$ cat src/hw/rtl/qrs_pkg.sv
// qrs_pkg: shared types and root-count codes for the quadratic root solver.
// No dependencies.
package qrs_pkg;

  typedef struct packed {
    logic en;
    logic vld;
  } qrs_ctl_t;

  localparam logic [1:0] CNT_NONE = 2'd0;
  localparam logic [1:0] CNT_ONE  = 2'd1;
  localparam logic [1:0] CNT_TWO  = 2'd2;
  localparam logic [1:0] CNT_ALL  = 2'd3;

endpackage

$ cat src/hw/rtl/qrs_disc.sv
// qrs_disc: three-stage discriminant unit, d = b^2 - 4ac from magnitudes and the sign of ac.
// Products are split into half-width partial products. Depends on qrs_pkg.
module qrs_disc import qrs_pkg::*; #(
  parameter int W  = 32,
  parameter int SW = 8
) (
  input  logic             clk,
  input  logic             rst_n,
  input  qrs_ctl_t         ctl,
  input  logic [W-1:0]     ma,
  input  logic [W-1:0]     mb,
  input  logic [W-1:0]     mc,
  input  logic             sgn_diff,
  input  logic [SW-1:0]    side_in,
  output logic             vld_out,
  output logic [2*W+2:0]   d,
  output logic             dneg,
  output logic [SW-1:0]    side_out
);

  localparam int H  = (W + 1) / 2;
  localparam int HW = W - H;
  localparam int PW = 2 * W;
  localparam int DW = 2 * W + 3;

  logic [H-1:0]      bl, al, cl;
  logic [HW-1:0]     bh, ah, ch;
  logic [2*H-1:0]    bb_ll_nxt, ac_ll_nxt, bb_ll_r, ac_ll_r;
  logic [H+HW-1:0]   bb_lh_nxt, ac_lh_nxt, ac_hl_nxt, bb_lh_r, ac_lh_r, ac_hl_r;
  logic [2*HW-1:0]   bb_hh_nxt, ac_hh_nxt, bb_hh_r, ac_hh_r;
  logic              sd1_r, sd2_r;
  logic [SW-1:0]     side1_r, side2_r, side3_r;
  logic [2:0]        vld_r;
  logic [PW-1:0]     b2_nxt, ac_nxt, b2_r, ac_r;
  logic [DW-1:0]     b2e, ac4e, d_nxt, d_r;
  logic              dneg_nxt, dneg_r;

  assign bl = mb[H-1:0];
  assign bh = mb[W-1:H];
  assign al = ma[H-1:0];
  assign ah = ma[W-1:H];
  assign cl = mc[H-1:0];
  assign ch = mc[W-1:H];

  assign bb_ll_nxt = bl * bl;
  assign bb_lh_nxt = bl * bh;
  assign bb_hh_nxt = bh * bh;
  assign ac_ll_nxt = al * cl;
  assign ac_lh_nxt = al * ch;
  assign ac_hl_nxt = ah * cl;
  assign ac_hh_nxt = ah * ch;

  assign b2_nxt = (PW'(bb_hh_r) << (2 * H)) + (PW'(bb_lh_r) << (H + 1)) + PW'(bb_ll_r);
  assign ac_nxt = (PW'(ac_hh_r) << (2 * H)) + (PW'(ac_lh_r) << H) + (PW'(ac_hl_r) << H)
                + PW'(ac_ll_r);

  assign b2e  = DW'(b2_r);
  assign ac4e = DW'(ac_r) << 2;

  always_comb begin
    dneg_nxt = 1'b0;
    if (sd2_r) begin
      d_nxt = b2e + ac4e;
    end else if (b2e >= ac4e) begin
      d_nxt = b2e - ac4e;
    end else begin
      d_nxt    = '0;
      dneg_nxt = 1'b1;
    end
  end

  always_ff @(posedge clk) begin
    if (!rst_n) begin
      vld_r <= '0;
    end else if (ctl.en) begin
      vld_r <= {vld_r[1:0], ctl.vld};
    end
  end

  always_ff @(posedge clk) begin
    if (ctl.en) begin
      bb_ll_r <= bb_ll_nxt;
      bb_lh_r <= bb_lh_nxt;
      bb_hh_r <= bb_hh_nxt;
      ac_ll_r <= ac_ll_nxt;
      ac_lh_r <= ac_lh_nxt;
      ac_hl_r <= ac_hl_nxt;
      ac_hh_r <= ac_hh_nxt;
      sd1_r   <= sgn_diff;
      side1_r <= side_in;
      b2_r    <= b2_nxt;
      ac_r    <= ac_nxt;
      sd2_r   <= sd1_r;
      side2_r <= side1_r;
      d_r     <= d_nxt;
      dneg_r  <= dneg_nxt;
      side3_r <= side2_r;
    end
  end

  assign vld_out  = vld_r[2];
  assign d        = d_r;
  assign dneg     = dneg_r;
  assign side_out = side3_r;

endmodule

$ cat config.mk
export PLATFORM = sky130hd
export DESIGN_NAME = qrs_disc
export DESIGN_NICKNAME = d
export VERILOG_FILES = /design/src/hw/rtl/qrs_pkg.sv /design/src/hw/rtl/qrs_disc.sv
export SDC_FILE = /design/constraint.sdc
export NUM_CORES = 2
export LEC_CHECK = 0
export BUFFER_PORTS_ARGS = -buffer_cell sky130_fd_sc_hd__buf_2
export CAP_MARGIN = 20
export CORE_ASPECT_RATIO = 0.5
export CORE_MARGIN = 8
export CORE_UTILIZATION = 50
export DETAILED_ROUTE_END_ITERATION = 12
export GPL_TIMING_DRIVEN = 1
export HOLD_SLACK_MARGIN = 0.15
export PLACE_DENSITY_LB_ADDON = 0.3
export SYNTH_ARGS = -nofsm -noshare
export SYNTH_HDL_FRONTEND = slang
export SYNTH_SLANG_ARGS = --single-unit
$ cat constraint.sdc
create_clock -name clk -period 7.7 [get_ports clk]
set_input_delay 0.385 -clock clk [delete_from_list [all_inputs] [get_ports clk]]
set_output_delay 0.385 -clock clk [all_outputs]
set_load 0.01 [all_outputs]
==> out/qor.yml <==
drive_gt1_frac: 0.0526
first_pass_iters: 6
drt-met1-wl_um: 98500
synth-edff-count: 443
relSlewSlack: 0.263
drcViolationCount: 0
worstSetupEndpointType: "flop"
status: "complete, no violations"
io_buffers: 185
vias: 60500
syn2layout_area_growth_pct: 6.14
ys_seq_area_frac: 0.163
routed_via_density: 5.45
drtIter0Drc: 4676
drt_wl_total_um: 219000
avgSynthCellArea_sq_um: 9.29
clk_pin_slew_ps: 70
cts_tree: "yes"
grt_setup_unrepaired: "false"
synth_nets: 11200
netlist_instances: 8852
setup_tns_ps: 0
grt_overflow_total: 0
fp.dieH_um: 303
met2WireLength_um: 97900
synth_area_leader_cell: "fa_1"
cap_violations: 0
cts_buffer_depth: 3
wl_met3_um: 16800
instances_no_fill: 11100
rows: 105
ys.flop_type: "edfxtp_1"
synth_area_sq_um: 82200
tightest_slew_ps: 1090
crit_path_start_kind: "input port"
grt_usage: 0.250
die_area_sq_um: 178000
hold_viol_final: 0
place_congestion: 0.929
hold_buffers: 11
synth_top_area_frac: 0.324
fin_worst_skew_ps: 18.5
synthTopCellsByArea: "fa_1, edfxtp_1, ha_1, inv_1, and2_1"
async_flop_share: 0
slew_viol_final: 0
worst_path_max_delay_cell: "fa_1"
finalSetupViolCount: 0
cts_setup_buffers: 0
cts_resized: 0
cts.htree.levels: 2
cts_buffers: 49
die_w_um: 589
critPathMaxFanout: 25
cp_common_cell: "fa_1"
critical_path_class: "input port to flop"
worst_ep_arrival_time_ps: 7020
wl_per_cell_um: 19.7
core-area_sq_um: 164000
grt_max_degree: 152
antenna_found_initial: 23
hold_class: "input port to flop"
grt_pass1_wl_um: 354000
grt_pass1_vias: 62800
ys_types: 93
period_needed_ps: 6660
ioPinCount: 186
fmax_ghz: 0.150
initial_core_util: 0.503
ant_nets: 0
layout.nets: 11200
synth_seq_cells: 446
clk_latency_ps: 610
cts_root_buf: "clkbuf_16"
clock_sinks: 446
synth_warnings: 0
min_period_over_period: 0.865
top_layer: "met5"
place_inst: 11000
crit_path_cell_trace: "buf_2, nand2_1, fa_1, fa_1, fa_1, inv_1, fa_1, fa_1, inv_1, fa_1, inv_1, ha_1, a21o_1, a21o_1, a2111oi_0, o211a_1, o31ai_1, nor4_1, nor3_1, a211oi_1, nor2_1, a221oi_1, xnor2_1"
critical_path_required_ps: 8060
dp_hpwl_um: 177000
max_stage_delay_ps: 560
## layout make-up
type | instances | area [sq um]
tap | 2193 | 2740
antenna | 9 | 22.5
fill | 14800 | 76300
sequential | 446 | 13400
clock buffer | 56 | 1290
multi-input combinational | 6247 | 60700
inverter | 1777 | 6670
timing repair buffer | 335 | 2150
clock inverter | 35 | 324
## flip-flops by register name, indices dropped and copies added (netlist names)
signal / cells
bb_ll_r: 31
bb_hh_r: 31
d: 67
ac_hh_r: 32
sd1_r: 1
bb_lh_r: 32
ac_lh_r: 32
dneg: 1
sd2_r: 1
side_out: 8
side2_r: 8
ac_r: 64
vld_r: 3
ac_ll_r: 32
side1_r: 8
b2_r: 63
ac_hl_r: 32
## metal layers
| metal | up-vias | track usage |
|---|---|---|
| met5 | - | 0 |
| met4 | 6 | 0.0642 |
| met3 | 325 | 0.0401 |
| met2 | 2035 | 0.402 |
| met1 | 30100 | 0.356 |
| li1 | 28000 | - |
## cells in the final DEF, fill, tap and decap left out, types with 41 or more instances in the layout
cell type  synthesis  layout
a21o_1           126     126
a21oi_1          381     381
a31oi_1           44      44
and2_1           648     648
buf_2             17     184
buf_4              7     134
clkbuf_16          0      51
edfxtp_1         443     443
fa_1            1330    1330
ha_1             912     912
inv_1           1768    1767
nand2_1         1036    1036
nand2b_1          44      44
nand3_1           98      98
nand4_1           41      41
nor2_1           323     322
nor2b_1           57      57
nor3_1            89      89
o21a_1            63      63
o21ai_0          187     187
o21bai_1          80      80
or3_1             46      46
xnor2_1          215     215
xor2_1            83      83
## worst max-delay path: cells and delay by family
kind / cells / cell delay [ps]
XOR/XNOR: 1 / 100
buffers and inverters: 4 / 600
AO/OA/AOI/OAI: 7 / 1950
adder cells (fa/ha/maj): 7 / 3390
AND/OR/NAND/NOR: 4 / 590
## cells in the mapped netlist (all sizes together) (8+ instances only)
cell,n
a211o,13
edfxtp,443
nand2,1037
and4,10
a31oi,45
o21a,63
o31ai,40
o31a,18
a2bb2oi,12
a221oi,18
o41ai,11
and3,38
ha,912
a211oi,34
or2,23
o21bai,80
or4,9
nor3,90
nand2b,45
and2,648
o21ai,197
xor2,83
or3,46
a21oi,383
inv,1773
nor4,27
a32oi,8
o311ai,11
nor2,323
o211ai,18
fa,1330
nand3,99
a311oi,10
clkbuf,356
a31o,13
buf,26
nand4,42
a21boi,11
a21o,126
a22oi,12
xnor2,215
nor2b,57
## per-stage QoR
step | setup slack (ps) | hold slack [ps] | utilization | cell area [sq um]
2_1_floorplan | 1110 | 400 | - | 82200
3_3_place_gp | 619 | 400 | 0.523 | 85500
3_5_place_dp | 493 | 405 | 0.523 | 85500
4_1_cts | 1070 | 341 | 0.533 | 87200
5_1_grt | 627 | 379 | 0.533 | 87200
6_report | 1040 | 402 | 0.533 | 87200
## cells by family (layout without fill, tap and decap cells)
| kind of cell | Yosys count | in the layout | synth area share |
|---|---|---|---|
| compound gates | 1185 | 1185 | 0.0941 |
| flops | 446 | 446 | 0.163 |
| simple gates | 2513 | 2513 | 0.148 |
| buf+inv | 2159 | 2203 | 0.0994 |
| other cells | 1 | 10 | 0.0000456 |
| fa+ha+maj | 2242 | 2242 | 0.463 |
| xor+xnor | 298 | 298 | 0.0318 |
| mux | 8 | 8 | 0.00100 |
## path summary, 6_finish.rpt
| path | from | to | slack [ps] | depth (start not counted) |
|---|---|---|---|---|
| worst max-delay path | mc[17] | ac_lh_r[30]$_DFFE_PP_ | 1040 | 23 |
| worst min-delay path | mb[16] | bb_hh_r[0]$_DFFE_PP_ | 400 | 1 |
| worst max register to register | ac_r[26]$_DFFE_PP_ | d[65]$_DFFE_PP_ | 2470 | 13 |
| worst min register to register | bb_ll_r[9]$_DFFE_PP_ | b2_r[9]$_DFFE_PP_ | 420 | 0 |
Power is left out: the tool's default activity adds up to more than one toggle a clock period on the data nets, which glitch-free logic cannot reach.
