===== config.mk =====
export PLATFORM = sky130hd
export DESIGN_NAME = qrs_div
export DESIGN_NICKNAME = d
export VERILOG_FILES = /design/src/hw/rtl/qrs_pkg.sv /design/src/hw/rtl/qrs_div.sv
export SDC_FILE = /design/constraint.sdc
export NUM_CORES = 2
export LEC_CHECK = 0
export CORE_UTILIZATION = 39
export CTS_BUF_LIST = sky130_fd_sc_hd__clkbuf_4
export CTS_CLUSTER_DIAMETER = 50
export CTS_CLUSTER_SIZE = 28
export DETAILED_ROUTE_END_ITERATION = 8
export DONT_BUFFER_PORTS = 1
export HOLD_SLACK_MARGIN = 0.12
export PLACE_DENSITY = 0.59
export REMOVE_ABC_BUFFERS = 1
export SETUP_SLACK_MARGIN = 0.4
export SLEW_MARGIN = 20
export SYNTH_ARGS = -nofsm -noshare
export SYNTH_HDL_FRONTEND = slang
export SYNTH_SLANG_ARGS = --single-unit

===== constraint.sdc =====
create_clock -name clk -period 6.9 [get_ports clk]
set_input_delay 0.69 -clock clk [delete_from_list [all_inputs] [get_ports clk]]
set_output_delay 0.69 -clock clk [all_outputs]
set_load 0.01 [all_outputs]

===== src/hw/rtl/qrs_pkg.sv =====
// qrs_pkg: shared types and root-count codes for the quadratic root solver.
// No dependencies.
package qrs_pkg;

  typedef struct packed {
    logic en;
    logic vld;
  } qrs_ctl_t;

  localparam logic [1:0] CNT_NONE = 2'd0;
  localparam logic [1:0] CNT_ONE  = 2'd1;
  localparam logic [1:0] CNT_TWO  = 2'd2;
  localparam logic [1:0] CNT_ALL  = 2'd3;

endpackage


===== src/hw/rtl/qrs_div.sv =====
// qrs_div: pipelined signed fixed-point divider, (num << F) / den, one
// quotient bit per stage after the first, saturated to the W-bit range. Depends on qrs_pkg.
module qrs_div import qrs_pkg::*; #(
  parameter int W  = 32,
  parameter int F  = 16,
  parameter int SW = 2
) (
  input  logic            clk,
  input  logic            rst_n,
  input  qrs_ctl_t        ctl,
  input  logic [W+2:0]    num,
  input  logic [W:0]      den,
  input  logic            neg,
  input  logic [SW-1:0]   side_in,
  output logic            vld_out,
  output logic [W-1:0]    quo,
  output logic            sat,
  output logic [SW-1:0]   side_out
);

  localparam int NW   = W + 3;
  localparam int DENW = W + 1;
  localparam int NF   = NW + F;
  localparam int CW   = NF + W + 2;
  localparam int NS   = W + 1;

  logic [NF-1:0]   rem_r    [NS];
  logic [W-1:0]    q_r      [NS];
  logic [DENW-1:0] den_r    [NS];
  logic [SW-1:0]   side_r   [NS];
  logic [NF-1:0]   rem_nxt  [NS];
  logic [W-1:0]    q_nxt    [NS];
  logic [NS-1:0]   big_r, neg_r, vld_r;
  logic [NF-1:0]   n_shift;
  logic            big_nxt;
  logic [W-1:0]    lim, mag_q;

  assign n_shift = NF'(num) << F;
  assign big_nxt = CW'(n_shift) >= (CW'(den) << W);
  assign rem_nxt[0] = n_shift;
  assign q_nxt[0]   = '0;

  for (genvar j = 1; j < NS; j++) begin : g_stage
    localparam int K = W - j;
    logic [CW-1:0] sub;
    logic          fits;
    assign sub        = CW'(den_r[j-1]) << K;
    assign fits       = CW'(rem_r[j-1]) >= sub;
    assign rem_nxt[j] = fits ? NF'(CW'(rem_r[j-1]) - sub) : rem_r[j-1];
    assign q_nxt[j]   = fits ? (q_r[j-1] | (W'(1) << K)) : q_r[j-1];
  end

  always_ff @(posedge clk) begin
    if (!rst_n) begin
      vld_r <= '0;
    end else if (ctl.en) begin
      vld_r <= {vld_r[NS-2:0], ctl.vld};
    end
  end

  always_ff @(posedge clk) begin
    if (ctl.en) begin
      big_r <= {big_r[NS-2:0], big_nxt};
      neg_r <= {neg_r[NS-2:0], neg};
      for (int j = 0; j < NS; j++) begin
        rem_r[j]  <= rem_nxt[j];
        q_r[j]    <= q_nxt[j];
        den_r[j]  <= (j == 0) ? den : den_r[(j == 0) ? 0 : j - 1];
        side_r[j] <= (j == 0) ? side_in : side_r[(j == 0) ? 0 : j - 1];
      end
    end
  end

  assign lim      = neg_r[NS-1] ? {1'b1, {(W-1){1'b0}}} : {1'b0, {(W-1){1'b1}}};
  assign sat      = big_r[NS-1] | (q_r[NS-1] > lim);
  assign mag_q    = sat ? lim : q_r[NS-1];
  assign quo      = neg_r[NS-1] ? -mag_q : mag_q;
  assign vld_out  = vld_r[NS-1];
  assign side_out = side_r[NS-1];

endmodule


==> impl_metrics.csv <==
group,metric,value,unit
global_route,track_usage,0.166,
drt,avgRoutedWirePerCell,17.9,um
logic_synthesis,netlist_instances,13000,
layout,nFillCells,36500,
timing,skew,0.296,ns
setup_path,cp_max_fo,7,
layout,mostFrequentLayoutCells,"edfxtp_1 (2956), inv_1 (1231), ha_1 (1003)",
logic_synthesis,syn_area,0.155,mm2
placed_design,gp_congestion,0.903,
timing,timing.hold.ws,0.271,ns
global_route,grt_start_max_net_pins,252,
logic_synthesis,yosysWarnings,0,
drt,vias_per_cell,5.12,
clocking,clk-insertion-delay-late,1.54,ns
drt,drtAntennaViolNets,0,
timing,max_freq,0.146,GHz
timing,finalHoldViolCount,0,
die,die_x,631,um
logic_synthesis,avgSynthCellArea,11.9,um2
clocking,cts_buffer_depth,4,
global_route,grt_pass1_vias,95800,
die,coreArea,0.393,mm2
placed_design,portBuffers,0,
drt,dr.first_iter.drc_count,6039,
logic_synthesis,synth_edf_count,2956,
layout,nNetsFinal,14500,
clocking,h-tree-depth,5,
logic_synthesis,synth-seq-cells,2989,
placed_design,dpl.cell_count,18100,
drt,num_vias,96900,
power,p_per_area,331,mW/mm2
clocking,cts_num_sinks,2989,
timing,setup_viol_count_final,0,
global_route,grt_pass1_wl,527,mm
placed_design,dp_hpwl,254,mm
power,peakVddDrop,0.000204,V
logic_synthesis,synthArstFlopShare,0,
placed_design,dpl-instance-area,0.161,mm2
logic_synthesis,seq_area_frac_synth,0.579,
layout,stdcell_area,0.170,mm2
layout,area_growth,10.0,%
drt,dr.pass1.iters,5,
die,die_y,631,um
timing,rsz0062_at_grt,"true",
layout,layout_commonest_cell,"edfxtp_1",
logic_synthesis,ys.flop_type,"edfxtp_1",
global_route,grt_overflow,0,
worst_hold_path,hold_class,"reg2reg",
timing,drv_slew,0,
layout,drive_above_1_share,0.0862,
timing,slew_headroom,0.225,
die,initial_utilization,0.393,
setup_path,path_class,"reg2out",
power,total_leakage_power,66.3,nW
setup_path,cp_data_arrival_time,6.14,ns
timing,tightest_slew,1.15,ns
global_route,antenna_found_initial,15,
clocking,cts_root_buffer,"clkbuf_4",
timing,fin_crit,6.83,ns
clocking,clkSlewWorstSetupHoldPaths,0.19,ns
logic_synthesis,netlist-cell-type-count,101,
setup_path,start_kind,"flip-flop",
layout,final_cells,18900,
setup_path,end_kind,"output port",
setup_path,crit_required,6.21,ns
timing,finalCritPeriodShare,0.990,
drt,drc,0,
die,design.die.area,0.399,mm2
clocking,cts_buffers,368,
die,rows,230,
drt,wirelength,339,mm
run,max-cap-violations,0,
outcome,outcome,"finished, final reports clean",
clocking,cts_tree,"done",
die,io-pin-count,111,
state kept, by name, indices dropped and copies added, names as in the netlist:
register	cells
vld_r	33
side_r	66
neg_r	33
rem_r	1240
den_r	1056
q_r	528
big_r	33
worst paths after layout:
kind                       from  slack [ns]  depth (start not counted)             to
setup reg to reg  den_r[0][462]        1.95                         13  rem_r[0][798]
hold reg to reg   den_r[0][405]        0.27                          0  den_r[0][438]
hold / removal    den_r[0][405]        0.27                          0  den_r[0][438]
setup / recovery      neg_r[32]        0.07                         20        quo[28]
metal layers:
metal | GRT usage | up-vias | wire [um]
met4 | 0.0745 | 8 | 16600
met2 | 0.304 | 1745 | 171000
met1 | 0.192 | 45700 | 139000
met5 | 0 | - | 58
li1 | - | 48800 | -
met3 | 0.0216 | 671 | 12300
final cells by class:
| cell class | count | area [um2] | share of cell area |
|---|---|---|---|
| antenna | 14 | 35.0 | 0.000206 |
| tap | 5220 | 6530 | 0.0384 |
| inverter | 1238 | 4650 | 0.0274 |
| multi-input combinational | 8547 | 60000 | 0.353 |
| clock inverter | 289 | 3640 | 0.0214 |
| timing repair buffer | 250 | 2860 | 0.0168 |
| clock buffer | 390 | 2930 | 0.0172 |
| sequential | 2989 | 89400 | 0.526 |
power breakdown:
group          switching [mW]  leakage, nW  total [mW]  internal (mW)
Combinational            10.4         33.8        18.3           7.91
Sequential               1.82         29.0        25.7           23.9
Clock                    7.21         3.49        12.3           5.05
Total                    19.5         66.3        56.3           36.8
worst max-delay path, cell delays in order (launching register included):
cell and delay (ns):
edfxtp_1 0.42, buf_8 0.17, buf_12 0.15, ha_4 0.26
nand4_1 0.17, or4_4 0.57, or3_4 0.37, nand2_4 0.12
nor2_4 0.04, a21o_1 0.21, inv_1 0.08, ha_2 0.18
nand3_2 0.07, or3_4 0.36, or3_4 0.36, a21oi_4 0.14
a31oi_4 0.07, or4_1 0.42, a31o_2 0.26, o21ai_2 0.16
buf_4 0.15
cell usage after synthesis, types with 17 or more instances:
cell | count | area [um2]
o41ai_1 | 17 | 149
or4_1 | 27 | 203
and3_1 | 75 | 469
and2_1 | 34 | 213
or3_1 | 69 | 432
nand3b_1 | 22 | 165
o21ai_0 | 929 | 4650
nand2b_1 | 155 | 970
and4_1 | 34 | 298
inv_1 | 1231 | 4620
a31oi_1 | 74 | 463
nor4_1 | 106 | 663
a211o_1 | 26 | 228
mux2i_1 | 60 | 601
o21bai_1 | 115 | 863
nand4_1 | 173 | 1080
fa_1 | 31 | 621
dfxtp_1 | 33 | 661
a221oi_1 | 17 | 149
nor2b_1 | 168 | 1050
a21boi_0 | 36 | 270
nor2_1 | 694 | 2610
buf_2 | 44 | 220
ha_1 | 1016 | 12700
o31a_1 | 29 | 254
or2_2 | 46 | 288
xnor2_1 | 482 | 4220
edfxtp_1 | 2956 | 88800
nor4b_1 | 26 | 228
a211oi_1 | 86 | 646
nand2_1 | 1005 | 3770
mux2_2 | 256 | 2880
o31ai_1 | 83 | 623
o211ai_1 | 47 | 353
a21oi_1 | 947 | 4740
clkbuf_1 | 180 | 676
nor3_1 | 181 | 906
xor2_1 | 433 | 3790
nand3_1 | 187 | 936
a21o_1 | 465 | 3490
o21a_1 | 125 | 938
per-stage QoR:
step	utilization	power [mW]	TNS [ns]	setup slack [ns]
floorplan	-	39.4	-3.73	-0.913
global placement	0.409	44.0	0	0.412
detailed placement	0.410	44.2	0	0.518
CTS	0.431	56.8	-0.242	-0.175
global route	0.432	60.0	-0.540	-0.228
finish	0.432	56.3	0	0.0660
cells by family (layout without fill, tap and decap cells):
| kind of cell | after synthesis | count (layout) | synth area share |
|---|---|---|---|
| compound gates | 3207 | 3207 | 0.128 |
| simple gates | 3062 | 3062 | 0.0962 |
| flops | 2989 | 2989 | 0.579 |
| buf+inv | 1486 | 2167 | 0.0366 |
| fa+ha+maj | 1047 | 1047 | 0.0863 |
| xor+xnor | 915 | 915 | 0.0519 |
| mux | 316 | 316 | 0.0225 |
| other cells | 0 | 14 | 0 |
what timing repair did:
action / in CTS / in global routing
pin swaps: 18 / 16
gates cloned: 2 / 1
gates resized for setup: 45 / 29
setup buffers: 12 / 6
hold endpoints to repair: 750 / 0
setup endpoints to repair: 18 / 67
hold buffers: 152 / 0
No activity file was read; power rests on OpenSTA's default activity.
